==> config.mk <==
export PLATFORM = sky130hd
export DESIGN_NAME = generational_slot_work_queue
export DESIGN_NICKNAME = d
export VERILOG_FILES = /design/src/design/gswq_pkg.sv /design/src/design/generational_slot_work_queue.sv
export SDC_FILE = /design/constraint.sdc
export NUM_CORES = 2
export LEC_CHECK = 0
export ABC_CLOCK_PERIOD_IN_PS = 15850
export BUFFER_PORTS_ARGS = -buffer_cell sky130_fd_sc_hd__clkbuf_2
export CAP_MARGIN = 0
export CORE_UTILIZATION = 30
export CTS_CLUSTER_SIZE = 16
export DETAILED_ROUTE_END_ITERATION = 16
export PLACE_DENSITY = 0.51
export SETUP_SLACK_MARGIN = 0.05
export SYNTH_ARGS = -nofsm -noshare
export SYNTH_HDL_FRONTEND = slang
export SYNTH_SLANG_ARGS = --single-unit
==> constraint.sdc <==
create_clock -name clk -period 15.85 [get_ports clk]
set_input_delay 0 -clock clk [delete_from_list [all_inputs] [get_ports clk]]
set_output_delay 0 -clock clk [all_outputs]
set_load 0.1 [all_outputs]
==> src/design/gswq_pkg.sv <==
`default_nettype none

package gswq_pkg;

    localparam int SLOT_COUNT_DEFAULT    = 8;
    localparam int PRIORITY_BITS_DEFAULT = 8;

    localparam int CMD_W    = 3;
    localparam int STATUS_W = 3;
    localparam int TAG_W    = 32;
    localparam int GEN_W    = 32;
    localparam int HSLOT_W  = 8;
    localparam int COUNT_W  = 32;

    typedef enum logic [CMD_W-1:0] {
        CMD_SUBMIT   = 3'd0,
        CMD_CANCEL   = 3'd1,
        CMD_QUERY    = 3'd2,
        CMD_DISPATCH = 3'd3,
        CMD_COMPLETE = 3'd4
    } cmd_t;

    typedef enum logic [STATUS_W-1:0] {
        STATUS_OK            = 3'd0,
        STATUS_NO_ROOM       = 3'd1,
        STATUS_INVALID_ARG   = 3'd2,
        STATUS_NOT_FOUND     = 3'd3,
        STATUS_INVALID_STATE = 3'd4,
        STATUS_FIFO_EMPTY    = 3'd5,
        STATUS_STALE_ENTRY   = 3'd6
    } status_t;

    typedef enum logic [1:0] {
        SLOT_FREE    = 2'd0,
        SLOT_QUEUED  = 2'd1,
        SLOT_RUNNING = 2'd2
    } slot_state_t;

endpackage

`default_nettype wire

==> src/design/generational_slot_work_queue.sv <==
// Job table of SLOT_COUNT slots with generation-tagged handles and an in-order dispatch queue.
// Each command (submit, cancel, query, dispatch, complete) is one item and gives one result
// item carrying status, handle or job fields and the table counters after the command. The
// block takes one item per clock while out_ready does not hold results back: an input
// register, then the free-slot search, handle check, queue pop and table update as
// combinational logic, then the result register. Results hold while out_ready is low and
// the block keeps one further item in its input register meanwhile.
`default_nettype none

module generational_slot_work_queue #(
    parameter int SLOT_COUNT    = gswq_pkg::SLOT_COUNT_DEFAULT,
    parameter int PRIORITY_BITS = gswq_pkg::PRIORITY_BITS_DEFAULT,
    localparam int SLOT_W = (SLOT_COUNT > 1) ? $clog2(SLOT_COUNT) : 1,
    localparam int IDX_W  = $clog2(SLOT_COUNT + 1)
) (
    input  wire logic                          clk,
    input  wire logic                          rst_n,
    input  wire logic                          in_valid,
    output logic                               in_ready,
    input  wire logic [gswq_pkg::CMD_W-1:0]    command,
    input  wire logic [gswq_pkg::TAG_W-1:0]    work_tag,
    input  wire logic [PRIORITY_BITS-1:0]      job_priority,
    input  wire logic [gswq_pkg::HSLOT_W-1:0]  handle_slot,
    input  wire logic [gswq_pkg::GEN_W-1:0]    handle_generation,
    output logic                               out_valid,
    input  wire logic                          out_ready,
    output logic [gswq_pkg::STATUS_W-1:0]      status,
    output logic [IDX_W-1:0]                   slot_index,
    output logic [gswq_pkg::GEN_W-1:0]         generation_out,
    output logic [PRIORITY_BITS-1:0]           priority_out,
    output logic [gswq_pkg::TAG_W-1:0]         tag_out,
    output logic                               active,
    output logic [IDX_W-1:0]                   queued_count,
    output logic                               running,
    output logic [gswq_pkg::COUNT_W-1:0]       submitted_count,
    output logic [gswq_pkg::COUNT_W-1:0]       completed_count,
    output logic [gswq_pkg::COUNT_W-1:0]       cancelled_count,
    output logic [gswq_pkg::COUNT_W-1:0]       rejected_count
);

    localparam logic [IDX_W-1:0]  NONE     = IDX_W'(SLOT_COUNT);
    localparam logic [SLOT_W-1:0] LAST_PTR = SLOT_W'(SLOT_COUNT - 1);

    logic                            in_valid_reg;
    logic [gswq_pkg::CMD_W-1:0]      command_reg;
    logic [gswq_pkg::TAG_W-1:0]      work_tag_reg;
    logic [PRIORITY_BITS-1:0]        priority_reg;
    logic [gswq_pkg::HSLOT_W-1:0]    hslot_reg;
    logic [gswq_pkg::GEN_W-1:0]      hgen_reg;

    gswq_pkg::slot_state_t           slot_state_reg [SLOT_COUNT];
    logic [gswq_pkg::GEN_W-1:0]      slot_gen_reg   [SLOT_COUNT];
    logic [PRIORITY_BITS-1:0]        slot_prio_reg  [SLOT_COUNT];
    logic [gswq_pkg::TAG_W-1:0]      slot_tag_reg   [SLOT_COUNT];
    logic [SLOT_W-1:0]               fifo_slot_reg  [SLOT_COUNT];
    logic [gswq_pkg::GEN_W-1:0]      fifo_gen_reg   [SLOT_COUNT];

    logic [gswq_pkg::GEN_W-1:0]      gen_counter_reg;
    logic [SLOT_W-1:0]               rd_ptr_reg;
    logic [SLOT_W-1:0]               wr_ptr_reg;
    logic [IDX_W-1:0]                fifo_count_reg;
    logic [IDX_W-1:0]                cur_slot_reg;
    logic [IDX_W-1:0]                queued_reg;
    logic [gswq_pkg::COUNT_W-1:0]    submit_cnt_reg;
    logic [gswq_pkg::COUNT_W-1:0]    complete_cnt_reg;
    logic [gswq_pkg::COUNT_W-1:0]    cancel_cnt_reg;
    logic [gswq_pkg::COUNT_W-1:0]    reject_cnt_reg;

    logic                            out_valid_reg;
    gswq_pkg::status_t               status_reg;
    logic [IDX_W-1:0]                slot_index_reg;
    logic [gswq_pkg::GEN_W-1:0]      gen_out_reg;
    logic [PRIORITY_BITS-1:0]        prio_out_reg;
    logic [gswq_pkg::TAG_W-1:0]      tag_out_reg;
    logic                            active_reg;

    logic                            out_open;
    logic                            go;
    logic                            in_fire;

    logic                            free_found;
    logic [SLOT_W-1:0]               free_idx;
    logic [SLOT_W-1:0]               rd_idx;
    gswq_pkg::slot_state_t           rd_state;
    logic [gswq_pkg::GEN_W-1:0]      rd_gen;
    logic [gswq_pkg::GEN_W-1:0]      gen_new;
    logic                            hvalid;
    logic                            fifo_full;
    logic                            cur_busy;

    gswq_pkg::status_t               res_status;
    logic [IDX_W-1:0]                res_slot;
    logic [gswq_pkg::GEN_W-1:0]      res_gen;
    logic [PRIORITY_BITS-1:0]        res_prio;
    logic [gswq_pkg::TAG_W-1:0]      res_tag;
    logic                            res_active;
    logic                            st_we;
    logic [SLOT_W-1:0]               st_idx;
    gswq_pkg::slot_state_t           st_val;
    logic                            gen_we;
    logic                            job_we;
    logic                            fifo_push;
    logic                            fifo_pop;
    logic [IDX_W-1:0]                cur_slot_next;
    logic                            queued_inc;
    logic                            queued_dec;
    logic                            cnt_submit;
    logic                            cnt_complete;
    logic                            cnt_cancel;
    logic                            cnt_reject;

    assign out_open = !out_valid_reg || out_ready;
    assign go       = in_valid_reg && out_open;
    assign in_ready = !in_valid_reg || out_open;
    assign in_fire  = in_valid && in_ready;

    // lowest free slot
    always_comb
    begin
        free_found = 1'b0;
        free_idx   = '0;
        for (int i = SLOT_COUNT - 1; i >= 0; i--)
        begin
            if (slot_state_reg[i] == gswq_pkg::SLOT_FREE)
            begin
                free_found = 1'b1;
                free_idx   = SLOT_W'(i);
            end
        end
    end

    always_comb
    begin
        case (command_reg)
            gswq_pkg::CMD_DISPATCH: rd_idx = fifo_slot_reg[rd_ptr_reg];
            gswq_pkg::CMD_COMPLETE: rd_idx = cur_slot_reg[SLOT_W-1:0];
            default:                rd_idx = hslot_reg[SLOT_W-1:0];
        endcase
    end

    assign rd_state  = slot_state_reg[rd_idx];
    assign rd_gen    = slot_gen_reg[rd_idx];
    assign gen_new   = (gen_counter_reg == '1) ? gswq_pkg::GEN_W'(1)
                                               : gen_counter_reg + 1'b1;
    assign hvalid    = (hslot_reg < gswq_pkg::HSLOT_W'(SLOT_COUNT)) && (hgen_reg != '0);
    assign fifo_full = fifo_count_reg == IDX_W'(SLOT_COUNT);
    assign cur_busy  = cur_slot_reg != NONE;

    always_comb
    begin
        res_status    = gswq_pkg::STATUS_OK;
        res_slot      = NONE;
        res_gen       = '0;
        res_prio      = '0;
        res_tag       = '0;
        res_active    = 1'b0;
        st_we         = 1'b0;
        st_idx        = rd_idx;
        st_val        = gswq_pkg::SLOT_FREE;
        gen_we        = 1'b0;
        job_we        = 1'b0;
        fifo_push     = 1'b0;
        fifo_pop      = 1'b0;
        cur_slot_next = cur_slot_reg;
        queued_inc    = 1'b0;
        queued_dec    = 1'b0;
        cnt_submit    = 1'b0;
        cnt_complete  = 1'b0;
        cnt_cancel    = 1'b0;
        cnt_reject    = 1'b0;
        case (command_reg)
            gswq_pkg::CMD_SUBMIT:
            begin
                if (work_tag_reg == '0)
                begin
                    res_status = gswq_pkg::STATUS_INVALID_ARG;
                end
                else if (!free_found)
                begin
                    res_status = gswq_pkg::STATUS_NO_ROOM;
                    cnt_reject = 1'b1;
                end
                else
                begin
                    // stamp the slot even when the queue turns it away
                    gen_we = 1'b1;
                    st_idx = free_idx;
                    if (fifo_full)
                    begin
                        res_status = gswq_pkg::STATUS_NO_ROOM;
                        cnt_reject = 1'b1;
                    end
                    else
                    begin
                        st_we      = 1'b1;
                        st_val     = gswq_pkg::SLOT_QUEUED;
                        job_we     = 1'b1;
                        fifo_push  = 1'b1;
                        queued_inc = 1'b1;
                        cnt_submit = 1'b1;
                        res_slot   = IDX_W'(free_idx);
                        res_gen    = gen_new;
                    end
                end
            end
            gswq_pkg::CMD_CANCEL:
            begin
                if (!hvalid)
                begin
                    res_status = gswq_pkg::STATUS_INVALID_ARG;
                end
                else if (rd_gen != hgen_reg || rd_state == gswq_pkg::SLOT_FREE)
                begin
                    res_status = gswq_pkg::STATUS_NOT_FOUND;
                end
                else if (rd_state == gswq_pkg::SLOT_QUEUED)
                begin
                    st_we      = 1'b1;
                    queued_dec = 1'b1;
                    cnt_cancel = 1'b1;
                end
                else
                begin
                    res_status = gswq_pkg::STATUS_INVALID_STATE;
                end
            end
            gswq_pkg::CMD_QUERY:
            begin
                res_active = hvalid && rd_gen == hgen_reg && rd_state != gswq_pkg::SLOT_FREE;
            end
            gswq_pkg::CMD_DISPATCH:
            begin
                if (cur_busy)
                begin
                    res_status = gswq_pkg::STATUS_INVALID_STATE;
                end
                else if (fifo_count_reg == '0)
                begin
                    res_status = gswq_pkg::STATUS_FIFO_EMPTY;
                end
                else
                begin
                    fifo_pop = 1'b1;
                    if (rd_state == gswq_pkg::SLOT_QUEUED && rd_gen == fifo_gen_reg[rd_ptr_reg])
                    begin
                        st_we         = 1'b1;
                        st_val        = gswq_pkg::SLOT_RUNNING;
                        queued_dec    = 1'b1;
                        cur_slot_next = IDX_W'(rd_idx);
                        res_slot      = IDX_W'(rd_idx);
                        res_gen       = rd_gen;
                        res_prio      = slot_prio_reg[rd_idx];
                        res_tag       = slot_tag_reg[rd_idx];
                    end
                    else
                    begin
                        res_status = gswq_pkg::STATUS_STALE_ENTRY;
                    end
                end
            end
            gswq_pkg::CMD_COMPLETE:
            begin
                if (!cur_busy)
                begin
                    res_status = gswq_pkg::STATUS_INVALID_STATE;
                end
                else
                begin
                    if (rd_state == gswq_pkg::SLOT_RUNNING)
                    begin
                        st_we        = 1'b1;
                        cnt_complete = 1'b1;
                    end
                    cur_slot_next = NONE;
                end
            end
            default:
            begin
                res_status = gswq_pkg::STATUS_INVALID_ARG;
            end
        endcase
    end

    always_ff @(posedge clk or negedge rst_n)
    begin
        if (!rst_n)
        begin
            in_valid_reg     <= 1'b0;
            out_valid_reg    <= 1'b0;
            gen_counter_reg  <= '0;
            rd_ptr_reg       <= '0;
            wr_ptr_reg       <= '0;
            fifo_count_reg   <= '0;
            cur_slot_reg     <= NONE;
            queued_reg       <= '0;
            submit_cnt_reg   <= '0;
            complete_cnt_reg <= '0;
            cancel_cnt_reg   <= '0;
            reject_cnt_reg   <= '0;
            for (int i = 0; i < SLOT_COUNT; i++)
            begin
                slot_state_reg[i] <= gswq_pkg::SLOT_FREE;
            end
        end
        else
        begin
            if (in_fire)
            begin
                in_valid_reg <= 1'b1;
            end
            else if (go)
            begin
                in_valid_reg <= 1'b0;
            end

            if (go)
            begin
                out_valid_reg <= 1'b1;
            end
            else if (out_ready)
            begin
                out_valid_reg <= 1'b0;
            end

            if (go)
            begin
                if (st_we)
                begin
                    slot_state_reg[st_idx] <= st_val;
                end
                if (gen_we)
                begin
                    gen_counter_reg <= gen_new;
                end
                if (fifo_push)
                begin
                    wr_ptr_reg <= (wr_ptr_reg == LAST_PTR) ? '0 : wr_ptr_reg + 1'b1;
                end
                if (fifo_pop)
                begin
                    rd_ptr_reg <= (rd_ptr_reg == LAST_PTR) ? '0 : rd_ptr_reg + 1'b1;
                end
                if (fifo_push)
                begin
                    fifo_count_reg <= fifo_count_reg + 1'b1;
                end
                else if (fifo_pop)
                begin
                    fifo_count_reg <= fifo_count_reg - 1'b1;
                end
                if (queued_inc)
                begin
                    queued_reg <= queued_reg + 1'b1;
                end
                else if (queued_dec)
                begin
                    queued_reg <= queued_reg - 1'b1;
                end
                cur_slot_reg <= cur_slot_next;
                if (cnt_submit)
                begin
                    submit_cnt_reg <= submit_cnt_reg + 1'b1;
                end
                if (cnt_complete)
                begin
                    complete_cnt_reg <= complete_cnt_reg + 1'b1;
                end
                if (cnt_cancel)
                begin
                    cancel_cnt_reg <= cancel_cnt_reg + 1'b1;
                end
                if (cnt_reject)
                begin
                    reject_cnt_reg <= reject_cnt_reg + 1'b1;
                end
            end
        end
    end

    always_ff @(posedge clk)
    begin
        if (in_fire)
        begin
            command_reg  <= command;
            work_tag_reg <= work_tag;
            priority_reg <= job_priority;
            hslot_reg    <= handle_slot;
            hgen_reg     <= handle_generation;
        end
        if (go)
        begin
            status_reg     <= res_status;
            slot_index_reg <= res_slot;
            gen_out_reg    <= res_gen;
            prio_out_reg   <= res_prio;
            tag_out_reg    <= res_tag;
            active_reg     <= res_active;
            if (gen_we)
            begin
                slot_gen_reg[st_idx] <= gen_new;
            end
            if (job_we)
            begin
                slot_prio_reg[st_idx] <= priority_reg;
                slot_tag_reg[st_idx]  <= work_tag_reg;
            end
            if (fifo_push)
            begin
                fifo_slot_reg[wr_ptr_reg] <= st_idx;
                fifo_gen_reg[wr_ptr_reg]  <= gen_new;
            end
        end
    end

    assign out_valid       = out_valid_reg;
    assign status          = status_reg;
    assign slot_index      = slot_index_reg;
    assign generation_out  = gen_out_reg;
    assign priority_out    = prio_out_reg;
    assign tag_out         = tag_out_reg;
    assign active          = active_reg;
    assign queued_count    = queued_reg;
    assign running         = cur_busy;
    assign submitted_count = submit_cnt_reg;
    assign completed_count = complete_cnt_reg;
    assign cancelled_count = cancel_cnt_reg;
    assign rejected_count  = reject_cnt_reg;

endmodule

`default_nettype wire

==> flow_summary.ini <==
[cts]
path_clk_slew_ps = 60
post_cts_buffers = 0
htreeDepth = 4
cts_sinks = 1215
cts_tree = done
cts_buffer_depth = 3
clock_latency_ps = 780
postCtsResizedCells = 0
clockRootBuffer = clkbuf_16
cts_buffers = 133

[synthesis]
ys.flop_type = edfxtp_1
syn_inst = 3388
synth.avg_cell_area_um2 = 14.6
synthesis.area_um2 = 49300
ys.warnings.count = 0
syn-num-nets = 3490
synth-seq-cells = 1215
synthArstFlopShare_pct = 16.1
yosys.cell_types.count = 91
ys_seq_area_share_pct = 72.0
synth_edf_count = 1019

[sta]
slew_headroom_pct = 6.51
skew_ps = 50.4
fin_crit_sh_pct = 51.7
setup_viol = 0
fmax_ghz = 0.122
slew_viol_final = 0
rsz0062_at_grt = false
setup-tns-final_ps = 0
min_period_ps = 8200
hold_violations = 0
fin_hold_ws_ps = 57.1
worst_slew_pin_slew_ps = 1400

[setup_path]
r2r_start = rd_ptr_reg[0]
worstPathRequired_ps = 16450
worst_setup_path_end_kind = flop
critPathKind = flop to flop
r2r-end = slot_state_reg[13]
worst_ep_arrival_time_ps = 8790
worst_setup_path_start_kind = flop
reg2reg_depth = 15
regToRegSetupSlack_ps = 7650
critPathMaxFanout = 70

[die]
die_height_um = 407
fp.dieW_um = 407
std_cell_rows = 148
dieArea_um2 = 166000
initial_utilization_pct = 30.3
io_pins = 302
core_area_um2 = 163000

[pwr]
irDropWorstVdd_uv = 105
p_leak_uw = 0.0213
p_per_area_nw_per_um2 = 138

[run_status]
status = finished, final reports clean

[worst_hold_path]
whs_path_depth = 2
hold_class = primary input to flop
hold_path_end = hgen_reg[17]
worstHoldStart = handle_generation[17]

[placed_design]
place.gp.congestion = 0.821
hpwlAfterDp_um = 85500
io_buffers = 301

[grt]
grt_pass1_wl_um = 210000
gr-total-overflow = 0
grt_max_degree = 169
grt_antenna_before_repair = 8
grt_pass1_vias = 29995
grt_usage_pct = 17.0

[routing]
vias = 30886
final_antenna_net_count = 0
drc = 0
wire_per_inst_um = 23.2
vias_per_cell = 5.00
routed_wl_um = 144000
firstDrtPassIters = 5
drt-initial-drc-count = 3241

[layout]
area_delta_synth_final_pct = 20.8
drive_above_1_share_pct = 18.0
nets = 3999

[job]
maxCapViolCount = 0
==> worst max path at each step <==
stage	start	endpoint	slack, ps	cells after the start
6_report	rd_ptr_reg[0]	slot_state_reg[13]	7650	15
5_1_grt	rd_ptr_reg[0]	slot_state_reg[5]	7170	15
4_1_cts	rd_ptr_reg[0]	slot_state_reg[13]	7680	15
3_5_place_dp	rd_ptr_reg[0]	slot_state_reg[4]	7750	15
3_3_place_gp	rd_ptr_reg[0]	slot_state_reg[1]	7880	15
2_1_floorplan	out_valid	fifo_gen_reg[4][0]	8120	6
==> where the power goes <==
| group | internal, µW | switching, µW |
|---|---|---|
| Combinational | 447 | 987 |
| Clock | 1740 | 1300 |
| Sequential | 3600 | 142 |
==> metal layers <==
layer | global-route usage, % | share of wire (%)
met5 | 0 | 0.031
met4 | 4.74 | 2.0
met3 | 2.99 | 6.4
met2 | 26.8 | 47
met1 | 24.0 | 45
==> layout by cell type (no fill, tap or decap), types with 9 or more instances in the layout <==
cell type and instances:
nor4_1 26, a32oi_1 10, ha_1 13, o211ai_1 11, and4_1 10, a21oi_1 30
mux2_2 14, clkinv_2 13, a31oi_1 52, a311oi_1 40, clkbuf_16 136, nor2_4 17
a2111oi_0 40, inv_1 18, nand2_1 598, nor3_1 32, nand2b_1 9, mux2i_1 68
nand4_1 42, xor2_1 73, o21ai_0 57, a211oi_1 25, clkbuf_1 38, clkinv_1 23
o311a_1 12, o21ai_1 20, nor2_1 136, clkbuf_2 300, edfxtp_1 1019, dlygate4sd3_1 160
buf_4 81, xnor2_1 160, and2_1 12, and3_1 85, mux4_2 65, dfrtp_1 192
o31ai_1 18, nand3_1 170
==> final cells by class <==
class / count / area (µm²)
sequential: 1215 / 35500
multi-input combinational: 1981 / 13200
clock inverter: 60 / 612
timing repair buffer: 546 / 3810
antenna: 2 / 5.00
clock buffer: 180 / 3630
tap: 2175 / 2720
inverter: 20 / 77.6
fill: 15510 / 103000
==> synthesized netlist by cell type (6+ instances only) <==
cell type | count | share of area, %
nor4_1 | 27 | 0.34
xor2_1 | 76 | 1.3
nor2_1 | 156 | 1.2
and2_1 | 13 | 0.16
mux2_2 | 14 | 0.32
o31ai_1 | 18 | 0.27
nand4_1 | 42 | 0.53
and4_1 | 10 | 0.18
o21ai_0 | 57 | 0.58
nand3_1 | 170 | 1.7
a21oi_1 | 30 | 0.30
nand2_1 | 598 | 4.6
a311oi_1 | 40 | 0.71
dfrtp_1 | 195 | 9.9
o21ai_1 | 20 | 0.20
o211ai_1 | 11 | 0.17
mux4_2 | 65 | 3.0
or3_1 | 7 | 0.089
nor2b_1 | 7 | 0.089
o2111ai_1 | 6 | 0.11
edfxtp_1 | 1019 | 62
inv_1 | 19 | 0.14
a31oi_1 | 52 | 0.66
clkbuf_1 | 97 | 0.74
nor3_1 | 35 | 0.36
buf_4 | 10 | 0.15
o311a_1 | 12 | 0.24
or2_2 | 6 | 0.076
a2111oi_0 | 40 | 0.71
a211oi_1 | 25 | 0.38
and3_1 | 85 | 1.1
a32oi_1 | 10 | 0.18
nand2b_1 | 9 | 0.11
mux2i_1 | 68 | 1.4
xnor2_1 | 162 | 2.9
o22ai_1 | 7 | 0.089
buf_2 | 40 | 0.41
buf_1 | 19 | 0.14
ha_1 | 13 | 0.33
==> stage by stage <==
step	setup slack [ps]	util, %	instance area [µm²]	total power, µW	instances
after floorplan	8120	-	49300	4730	3388
after global placement	7880	33.0	53700	5210	5776
after detailed placement	7750	33.0	53700	5220	5776
after CTS	7680	36.6	59600	8300	6177
after global routing	7170	36.6	59600	8510	6177
final	7650	36.6	59600	8210	6179
==> logic make-up after synthesis <==
kind of cell / Yosys count / share of synthesized area (%)
compound gates: 382 / 5.72
xor+xnor: 238 / 4.23
fa+ha+maj: 15 / 0.411
buf+inv: 192 / 1.74
flops: 1215 / 72.0
mux: 150 / 4.74
simple gates: 1196 / 11.2
==> critical path, stage by stage (launching register included) <==
cell and delay (ps):
dfrtp_4 1040, mux2i_1 210, a221oi_2 480, a22o_4 460, buf_4 650, buf_4 860, a211oi_1 210, o41ai_1 430
nand3_1 280, or4_1 630, nor4_2 360, nand4_4 680, buf_4 600, and4_1 490, o31ai_1 300, o21ai_1 120
==> repair_timing <==
action,4_1_cts,5_1_grt
hold buffers,161,0
endpoints found under the setup margin,0,0
endpoints found under the hold margin,210,0
No activity file was read; power rests on OpenSTA's default activity.
